--- src/rtl/core/ppou_pkg.sv ---
// shared types and codes of the pixel point operation unit
package ppou_pkg;

    localparam logic [2:0] MODE_BRIGHT    = 3'd0;
    localparam logic [2:0] MODE_CONTRAST  = 3'd1;
    localparam logic [2:0] MODE_INVERT    = 3'd2;
    localparam logic [2:0] MODE_THRESHOLD = 3'd3;
    localparam logic [2:0] MODE_KEY       = 3'd4;

    localparam logic [2:0] REG_MODE      = 3'd0;
    localparam logic [2:0] REG_SINGLE    = 3'd1;
    localparam logic [2:0] REG_BRIGHT    = 3'd2;
    localparam logic [2:0] REG_CONTRAST  = 3'd3;
    localparam logic [2:0] REG_THRESH    = 3'd4;
    localparam logic [2:0] REG_HUE_WIN   = 3'd5;
    localparam logic [2:0] REG_SB_WIN    = 3'd6;
    localparam logic [2:0] REG_KEY_GAINS = 3'd7;

    typedef struct packed {
        logic [2:0]  mode;
        logic        single_channel;
        logic [8:0]  brightness_offset;
        logic [9:0]  contrast_gain;
        logic [23:0] channel_thresholds;
        logic [17:0] hue_window;
        logic [31:0] sat_bright_window;
        logic [29:0] key_gains;
    } t_cfg;

    typedef struct packed {
        logic hue_ok;
        logic sat_ok;
        logic bri_ok;
    } t_key_flags;

endpackage

--- src/rtl/core/ppou_lane.sv ---
// one channel lane: point operations and key gain terms
module ppou_lane
    import ppou_pkg::*;
#(
    parameter int GAIN_FRAC_BITS = 8
) (
    input  logic       i_clk,
    input  logic       i_en1,
    input  logic       i_en2,
    input  logic [7:0] i_ch,
    input  logic [7:0] i_thr,
    input  t_cfg       i_cfg,
    input  t_key_flags i_flags,
    output logic [7:0] o_res
);

    localparam int PW = 19;

    function automatic logic signed [PW-1:0] trunc_q(input logic signed [PW-1:0] p);
        logic [PW-1:0] mag;
        mag = p[PW-1] ? -p : p;
        mag = mag >> GAIN_FRAC_BITS;
        return p[PW-1] ? -$signed(mag) : $signed(mag);
    endfunction

    logic signed [9:0]    gh, gs, gb;
    logic signed [PW-1:0] n_th, n_ts, n_tb;
    logic [17:0]          n_con;

    logic [7:0]           r_ch;
    logic [17:0]          r_con;
    logic signed [PW-1:0] r_th, r_ts, r_tb;

    logic [7:0]           r_base;
    logic signed [PW-1:0] r_th2, r_ts2, r_tb2;

    logic [7:0]           n_base;
    logic signed [10:0]   bsum;
    logic [17:0]          con_sh;
    logic signed [PW+1:0] ksum;

    always_comb begin
        gh    = i_cfg.key_gains[29:20];
        gs    = i_cfg.key_gains[19:10];
        gb    = i_cfg.key_gains[9:0];
        n_con = {10'd0, i_ch} * {8'd0, i_cfg.contrast_gain};
        n_th  = trunc_q(PW'(gh) * $signed({11'd0, i_ch}));
        n_ts  = trunc_q(PW'(gs) * $signed({11'd0, i_ch}));
        n_tb  = trunc_q(PW'(gb) * $signed(PW'(255)));
    end

    always_ff @(posedge i_clk) begin
        if (i_en1) begin
            r_ch  <= i_ch;
            r_con <= n_con;
            r_th  <= n_th;
            r_ts  <= n_ts;
            r_tb  <= n_tb;
        end
    end

    always_comb begin
        bsum   = $signed({3'd0, r_ch}) + 11'(signed'(i_cfg.brightness_offset));
        con_sh = r_con >> GAIN_FRAC_BITS;
        case (i_cfg.mode)
            MODE_BRIGHT: begin
                if (bsum < 0) n_base = 8'd0;
                else if (bsum > 11'sd255) n_base = 8'd255;
                else n_base = bsum[7:0];
            end
            MODE_CONTRAST:  n_base = (con_sh > 18'd255) ? 8'd255 : con_sh[7:0];
            MODE_INVERT:    n_base = 8'd255 - r_ch;
            MODE_THRESHOLD: n_base = (r_ch > i_thr) ? r_ch : 8'd0;
            default:        n_base = r_ch;
        endcase
    end

    always_ff @(posedge i_clk) begin
        if (i_en2) begin
            r_base <= n_base;
            r_th2  <= r_th;
            r_ts2  <= r_ts;
            r_tb2  <= r_tb;
        end
    end

    always_comb begin
        ksum = '0;
        if (i_flags.hue_ok) ksum = ksum + (PW+2)'(r_th2);
        if (i_flags.sat_ok) ksum = ksum + (PW+2)'(r_ts2);
        if (i_flags.bri_ok) ksum = ksum + (PW+2)'(r_tb2);
        if (i_cfg.mode == MODE_KEY) begin
            if (ksum < 0) o_res = 8'd0;
            else if (ksum > 255) o_res = 8'd255;
            else o_res = ksum[7:0];
        end else begin
            o_res = r_base;
        end
    end

endmodule

--- config.mk ---
export PLATFORM = sky130hd
export DESIGN_NAME = ppou_lane
export DESIGN_NICKNAME = d
export VERILOG_FILES = /design/src/rtl/core/ppou_pkg.sv /design/src/rtl/core/ppou_lane.sv
export SDC_FILE = /design/constraint.sdc
export NUM_CORES = 1
export LEC_CHECK = 0
export ABC_AREA = 1
export BUFFER_PORTS_ARGS = -buffer_cell sky130_fd_sc_hd__clkbuf_2
export CAP_MARGIN = 20
export CORE_MARGIN = 10
export CORE_UTILIZATION = 51
export DETAILED_ROUTE_END_ITERATION = 10
export PLACE_DENSITY_LB_ADDON = 0.2
export SETUP_SLACK_MARGIN = 0.1
export SYNTH_ARGS = -nofsm -noshare
export SYNTH_HDL_FRONTEND = slang
export SYNTH_SLANG_ARGS = --single-unit
--- constraint.sdc ---
create_clock -name i_clk -period 5.7 [get_ports i_clk]
set_clock_uncertainty 0.1 [all_clocks]
set_input_delay 0.285 -clock i_clk [delete_from_list [all_inputs] [get_ports i_clk]]
set_output_delay 0.285 -clock i_clk [all_outputs]
set_load 0.05 [all_outputs]
# --- Word level (Yosys, flattened, before mapping) ---
# Cells that the tools add are included.
word_totals:
  register_bits: 148
  inputBits: 149
  out_inout_bits: 8
  elab_cells: 54
op_classes:
  add_sub_neg: 10
  n_mul: 4
  magnitude_cmp: 6
  eq_ne: 4
  n_mux: 17
  reduce_logical: 1
ops:
  columns: ["operator", "n"]
  rows:
  - ["21-bit two-way mux", 3]
  - ["19-bit two-way mux", 3]
  - ["11-bit negator with 19-bit output", 3]
  - ["19-bit negator", 3]
  - ["8-bit two-way mux", 7]
  - ["21-bit by 19-bit adder with 21-bit output", 2]
  - ["10-bit by 9-bit multiplier with 19-bit output", 2]
  - ["11-bit two-way mux", 3]
  - ["8-bit case mux with 4 select lines", 1]
  - ["21-bit by 9-bit greater-than comparator with 1-bit output, second input constant", 1]
  - ["21-bit by 1-bit < comparator with 1-bit output, second input constant", 1]
  - ["10-bit by 9-bit multiplier with 19-bit output, second input constant", 1]
  - ["8-bit by 10-bit multiplier with 18-bit output", 1]
  - ["9-bit by 9-bit adder with 10-bit output", 1]
  - ["10-bit by 8-bit greater-than comparator with 1-bit output, second input constant", 1]
  - ["10-bit by 9-bit greater-than comparator with 1-bit output, second input constant", 1]
  - ["10-bit by 1-bit < comparator with 1-bit output, second input constant", 1]
  - ["8-bit greater-than comparator", 1]
  - ["8-bit subtractor, first input constant", 1]
  - ["3-bit by 2-bit == test with 1-bit output, second input constant", 2]
  - ["3-bit by 1-bit == test with 1-bit output, second input constant", 1]
  - ["3-bit == test, second input constant", 1]
  - ["3-bit logical NOT", 1]

# --- Depth between registers and ports, before layout ---
depth:
  word_depth: 9
  depth_mapped: 34
  mapped_depth_nobuf: 32

# --- Worst setup path after synthesis ---
# No wires, ideal clock.
synth_timing:
  kind: "input -> register"
  startpoint: "input port i_ch[1]"
  endpoint: "register r_th[10], data pin"
  setup_time_ns: 0.253
  t_arrival_ns: 5.086
  required_ns: 5.347
  setup_slack_ns: 0.261
  path_stages: 29
  path_buffers: 3
  cell_sequence: "clkbuf_1 clkbuf_1 nand2_1 fa_1 inv_1 fa_1 inv_1 fa_1 fa_1 inv_1 ha_1 a21oi_1 nand2_1 nand2_2 nand2_1 nand2_1 nand3_1 nand2_1 nand2_2 buf_6 o21ai_2 ha_1 nand2_1 nor2_2 nand3_1 nor2_1 nand3_2 nand2_4 nor2_1"
synth_between:
  elab_chain_len: 5
synth_rtl:
  columns: ["item", "line_no", "rtl"]
  rows:
  - ["start: declaration", "ppou_lane.sv:10", "input logic [7:0] i_ch,"]
  - ["10-bit by 9-bit multiplier with 19-bit output *", "ppou_lane.sv:47", "n_th = trunc_q(PW'(gh) * $signed({11'd0, i_ch}));"]
  - ["19-bit negator", "ppou_lane.sv:21", "mag = p[PW-1] ? -p : p;"]
  - ["19-bit two-way mux", "ppou_lane.sv:21", null]
  - ["11-bit negator with 19-bit output", "ppou_lane.sv:23", "return p[PW-1] ? -$signed(mag) : $signed(mag);"]
  - ["11-bit two-way mux *", "ppou_lane.sv:23", null]
  - ["via n_th[10]", "ppou_lane.sv:27", "logic signed [PW-1:0] n_th, n_ts, n_tb;"]
  - ["end signal: assignment", "ppou_lane.sv:56", "r_th <= n_th;"]
  - ["end: declaration", "ppou_lane.sv:32", "logic signed [PW-1:0] r_th, r_ts, r_tb;"]
# The timed path passes the listed nets; every way through them passes the cells marked *.
# A chain may end at the register's enable or synchronous reset.

# --- Worst setup path after layout ---
layout_timing:
  startpoint: "register r_th2[0]"
  endpoint: "output port o_res[6]"
layout_between:
  elab_chain_len: 9
  word_cells_on_any_way: 10
  classes_between: "add/sub: 2; order compare: 2; mux: 6"
layout_rtl:
  columns: ["item", "line_no", "rtl"]
  rows:
  - ["start: declaration", "ppou_lane.sv:35", "logic signed [PW-1:0] r_th2, r_ts2, r_tb2;"]
  - ["start signal: assignment", "ppou_lane.sv:81", "r_th2 <= r_th;"]
  - ["21-bit two-way mux *", "ppou_lane.sv:89", "if (i_flags.hue_ok) ksum = ksum + (PW+2)'(r_th2);"]
  - ["21-bit by 19-bit adder with 21-bit output", "ppou_lane.sv:90", "if (i_flags.sat_ok) ksum = ksum + (PW+2)'(r_ts2);"]
  - ["21-bit two-way mux *", "ppou_lane.sv:90", null]
  - ["21-bit by 19-bit adder with 21-bit output", "ppou_lane.sv:91", "if (i_flags.bri_ok) ksum = ksum + (PW+2)'(r_tb2);"]
  - ["21-bit two-way mux *", "ppou_lane.sv:91", null]
  - ["21-bit by 9-bit greater-than comparator with 1-bit output", "ppou_lane.sv:94", "else if (ksum > 255) o_res = 8'd255;"]
  - ["8-bit two-way mux", "ppou_lane.sv:94", null]
  - ["8-bit two-way mux *", "ppou_lane.sv:93", "if (ksum < 0) o_res = 8'd0;"]
  - ["8-bit two-way mux *", "ppou_lane.sv:92", "if (i_cfg.mode == MODE_KEY) begin"]
  - ["end: declaration", "ppou_lane.sv:14", "output logic [7:0] o_res"]
# Mark *: on every way between the ends. The rest lies on a longest branch, timed or not.

==> metrics.log <==
INFO  metric core_area = 42900 um^2
INFO  metric postSynthNetCount = between 3k and 4k
INFO  metric iteration_count_of_the_initial_detailed_routing_pass = 6
INFO  metric final_min_period_over_clock_period = 92.9%
INFO  metric synth.area.top_cells = sky130_fd_sc_hd__fa_1, sky130_fd_sc_hd__edfxtp_1, sky130_fd_sc_hd__nand2_1
INFO  metric io_buffer_count = 81
INFO  metric final_util = 55.9%
INFO  metric critPathMaxFanout = 8
INFO  metric pin_count_of_the_biggest_net_entering_global_routing = 66
INFO  metric power.static_leakage = 13.5 nW
INFO  metric die_height = between 200 and 250 um
INFO  metric remaining_global_route_overflow = 0
INFO  metric worstSkewPairLatency = 0.42 ns
INFO  metric classification_of_the_worst_setup_path = reg -> out
INFO  metric yosysSeqAreaShare = a little under a fifth
INFO  metric post-cts-setup-buffer-count = 0
INFO  metric inserted_clock_buffers = 17
INFO  metric start_util = 51.3%
INFO  metric clk_path_buf_depth = 2
INFO  metric tritoncts_clock_tree = done
INFO  metric status = finished clean
INFO  metric crit_path_leading_delay_family = simple AND/OR/NAND/NOR gates
INFO  metric vdd_drop_max = 414 uV
INFO  metric syn-instance-count = 2959
INFO  metric hp-class = in -> reg
INFO  metric worstRegToRegCells = 13
INFO  metric end_kind = output pin
INFO  metric boundaryPins = 157
INFO  metric internal_reg_to_reg_setup_slack = 2.75 ns
INFO  metric number_of_antenna_diodes = 0
INFO  metric vias_per_cell = 5.01
INFO  metric cp_common_cell = sky130_fd_sc_hd__nand2_1
INFO  metric grt_antenna_before_repair = 0
INFO  metric cp.required = between 5 and 6 ns
INFO  metric synth_enable_flop_cells = 140
INFO  metric netlist_area = 22000 um^2
INFO  metric path_clk_slew = 0.07 ns
INFO  metric hold_ws = 0.145 ns
INFO  metric remaining_drc_errors = 0
INFO  metric nNetsFinal = 3642
INFO  metric hold_path_startpoint = i_en1
INFO  metric wire_per_inst = ~14 um
INFO  metric yosysWarnings = 0
INFO  metric synth_largest_area_cell = sky130_fd_sc_hd__fa_1
INFO  metric slew_headroom = roughly two fifths
INFO  metric die_width = 228 um
INFO  metric main_synth_ff_type = sky130_fd_sc_hd__edfxtp_1
INFO  metric timing.final.crit_period = between 5 and 6 ns
INFO  metric grt_first_pass_wirelength = 87.1 mm
INFO  metric aggregate_negative_setup_slack = 0 ns
INFO  metric rr_startpoint = r_ch[2]
INFO  metric finalWeightedCongestion = 0.900
INFO  metric synth.top_cells.by_count = sky130_fd_sc_hd__nand2_1, sky130_fd_sc_hd__inv_1, sky130_fd_sc_hd__fa_1
INFO  metric worst_slew_pin_slew = 0.912 ns
INFO  metric final_hold_viol_count = 0
INFO  metric dpl-instance-area = about 23000 um^2
INFO  metric areaGrowthSynthToFinish = 8.94%
INFO  metric fmax = 189 MHz
INFO  metric route.final.wire_length = 50.3 mm
INFO  metric crit-reg2reg-capture = r_base[0]
INFO  metric netlist-cell-type-count = 53
INFO  metric rsz0062_at_grt = yes
INFO  metric critical_path_buf_inv_count = 5
INFO  metric htree_num_levels = 4
INFO  metric critical_path.startpoint_type = flop
INFO  metric num_vias = 18.3k
INFO  metric cts.sinks = 140
INFO  metric final_max_slew_viol_count = 0
INFO  metric yosysMostFrequentCell = sky130_fd_sc_hd__nand2_1
INFO  metric die_area = 51800 um^2
INFO  metric async_reset_ff_share = 0%
INFO  metric drv.max_cap_violation_count = 0
INFO  metric fraction_of_final_layout_cells_sized_beyond_drive_strength_1 = 10.1%
INFO  metric first_iter_violations = 993
INFO  metric slowest_cell_on_crit_path = sky130_fd_sc_hd__edfxtp_1
INFO  metric finish_stage_setup_viols = 0
INFO  metric synth.ff_latch_count = 140
INFO  metric synthDominantCellAreaShare = 20.5%
INFO  metric dpl.hpwl = around 43 mm
INFO  metric hold_depth = 1
INFO  metric whs_endpoint = r_th[18]
INFO  metric cp_slowest_stage_delay = around 0.40 ns
INFO  metric placementRows = 76
INFO  metric clockRootBuffer = sky130_fd_sc_hd__clkbuf_16
INFO  metric power_density = around 620 nW/um^2
INFO  metric final_cell_area = 24000 um^2
INFO  metric critical_path_arrival = 4.91 ns
INFO  metric synth.avg_cell_area = 7.44 um^2
INFO  metric gr-usage-all-layers = 19.8%
INFO  metric first_global_vias = ~19k
INFO  metric antenna_violating_nets_post_route = 0
==> cell type report <==
class,count,area (um^2)
clock inverters,15,154
inverters,722,2710
well taps,585,732
repair buffers,153,976
fillers,4028,18900
clock buffers,17,425
multi-input cells,2023,14800
flip-flops and latches,140,4200
==> per-stage QoR <==
stage,std cells,setup slack [ns],power [mW]
6_report,3655,0.405,14.9
5_1_grt,3655,0.0825,16.9
4_1_cts,3655,0.152,14.9
3_5_place_dp,3623,0.0515,13.7
3_3_place_gp,3623,0.105,13.4
2_1_floorplan,2959,0.261,11.1
==> sequential cells by signal, indices dropped and copies added, names as in the netlist <==
register,flops
r_con,10
r_tb,19
r_tb2,19
r_ts,19
r_th,19
r_base,8
r_th2,19
r_ts2,19
r_ch,8
==> per-layer routing <==
layer  vias up  part of all wire (%)  track usage (%)
met2       382                    49             34.7
met5         -                     0                0
met4         0                   1.8             4.32
li1       9260                     -                -
met3        71                   3.9             2.28
met1      8601                    46             25.7
==> worst max path at each step <==
| stage | from | cells past startpoint | to |
|---|---|---|---|
| floorplan | i_ch[1] | 29 | r_th[10] |
| CTS | r_th2[0] | 24 | o_res[4] |
| global route | r_th2[1] | 30 | o_res[5] |
| detailed placement | i_ch[2] | 28 | r_ts[17] |
| finish | r_th2[0] | 27 | o_res[6] |
| global placement | i_ch[5] | 26 | r_ts[11] |
==> what timing repair did <==
item / CTS / global route
hold buffers: 0 / 0
setup endpoints to repair: 3 / 14
pin swaps: 0 / 1
gates resized for setup: 1 / 26
==> cells by family (layout without fill, tap and decap cells) <==
logic type               Yosys count  count (layout)  synth area share (%)
AND/OR/NAND/NOR                 1288            1288                  25.6
multiplexers                       1               1                0.0455
AO/OA/AOI/OAI                    236             236                  6.03
flip-flops                       140             140                  19.1
buffers and inverters            796             907                  14.0
XOR/XNOR                          62              62                  2.66
adder cells (fa/ha/maj)          436             436                  32.5
==> report_power, final <==
group	internal [mW]	switching (mW)	total, mW
Clock	0.618	0.481	1.10
Sequential	1.98	0.123	2.11
Combinational	4.46	7.23	11.7
Total	7.06	7.83	14.9
==> layout by cell type, fill, tap and decap left out, types with 5 or more instances in the layout <==
cell and instances:
sky130_fd_sc_hd__nor2_1 142, sky130_fd_sc_hd__clkbuf_16 17, sky130_fd_sc_hd__nand4_1 41, sky130_fd_sc_hd__edfxtp_1 140
sky130_fd_sc_hd__o21ai_1 9, sky130_fd_sc_hd__o21a_1 8, sky130_fd_sc_hd__a21o_1 14, sky130_fd_sc_hd__o21ai_0 72
sky130_fd_sc_hd__clkbuf_2 71, sky130_fd_sc_hd__ha_1 210, sky130_fd_sc_hd__inv_2 13, sky130_fd_sc_hd__nor2_4 8
sky130_fd_sc_hd__fa_1 223, sky130_fd_sc_hd__a21oi_2 9, sky130_fd_sc_hd__nand3_2 12, sky130_fd_sc_hd__buf_2 8
sky130_fd_sc_hd__nor2_2 14, sky130_fd_sc_hd__or2_2 9, sky130_fd_sc_hd__nand2_4 6, sky130_fd_sc_hd__and2_1 5
sky130_fd_sc_hd__nor3_1 16, sky130_fd_sc_hd__nand2_1 792, sky130_fd_sc_hd__xor2_1 31, sky130_fd_sc_hd__xnor2_1 27
sky130_fd_sc_hd__nand3_1 167, sky130_fd_sc_hd__a21oi_1 100, sky130_fd_sc_hd__nand3b_1 25, sky130_fd_sc_hd__nand2_2 37
sky130_fd_sc_hd__inv_1 706, sky130_fd_sc_hd__buf_4 71
Note: power is estimated with default switching activity, not from simulation.
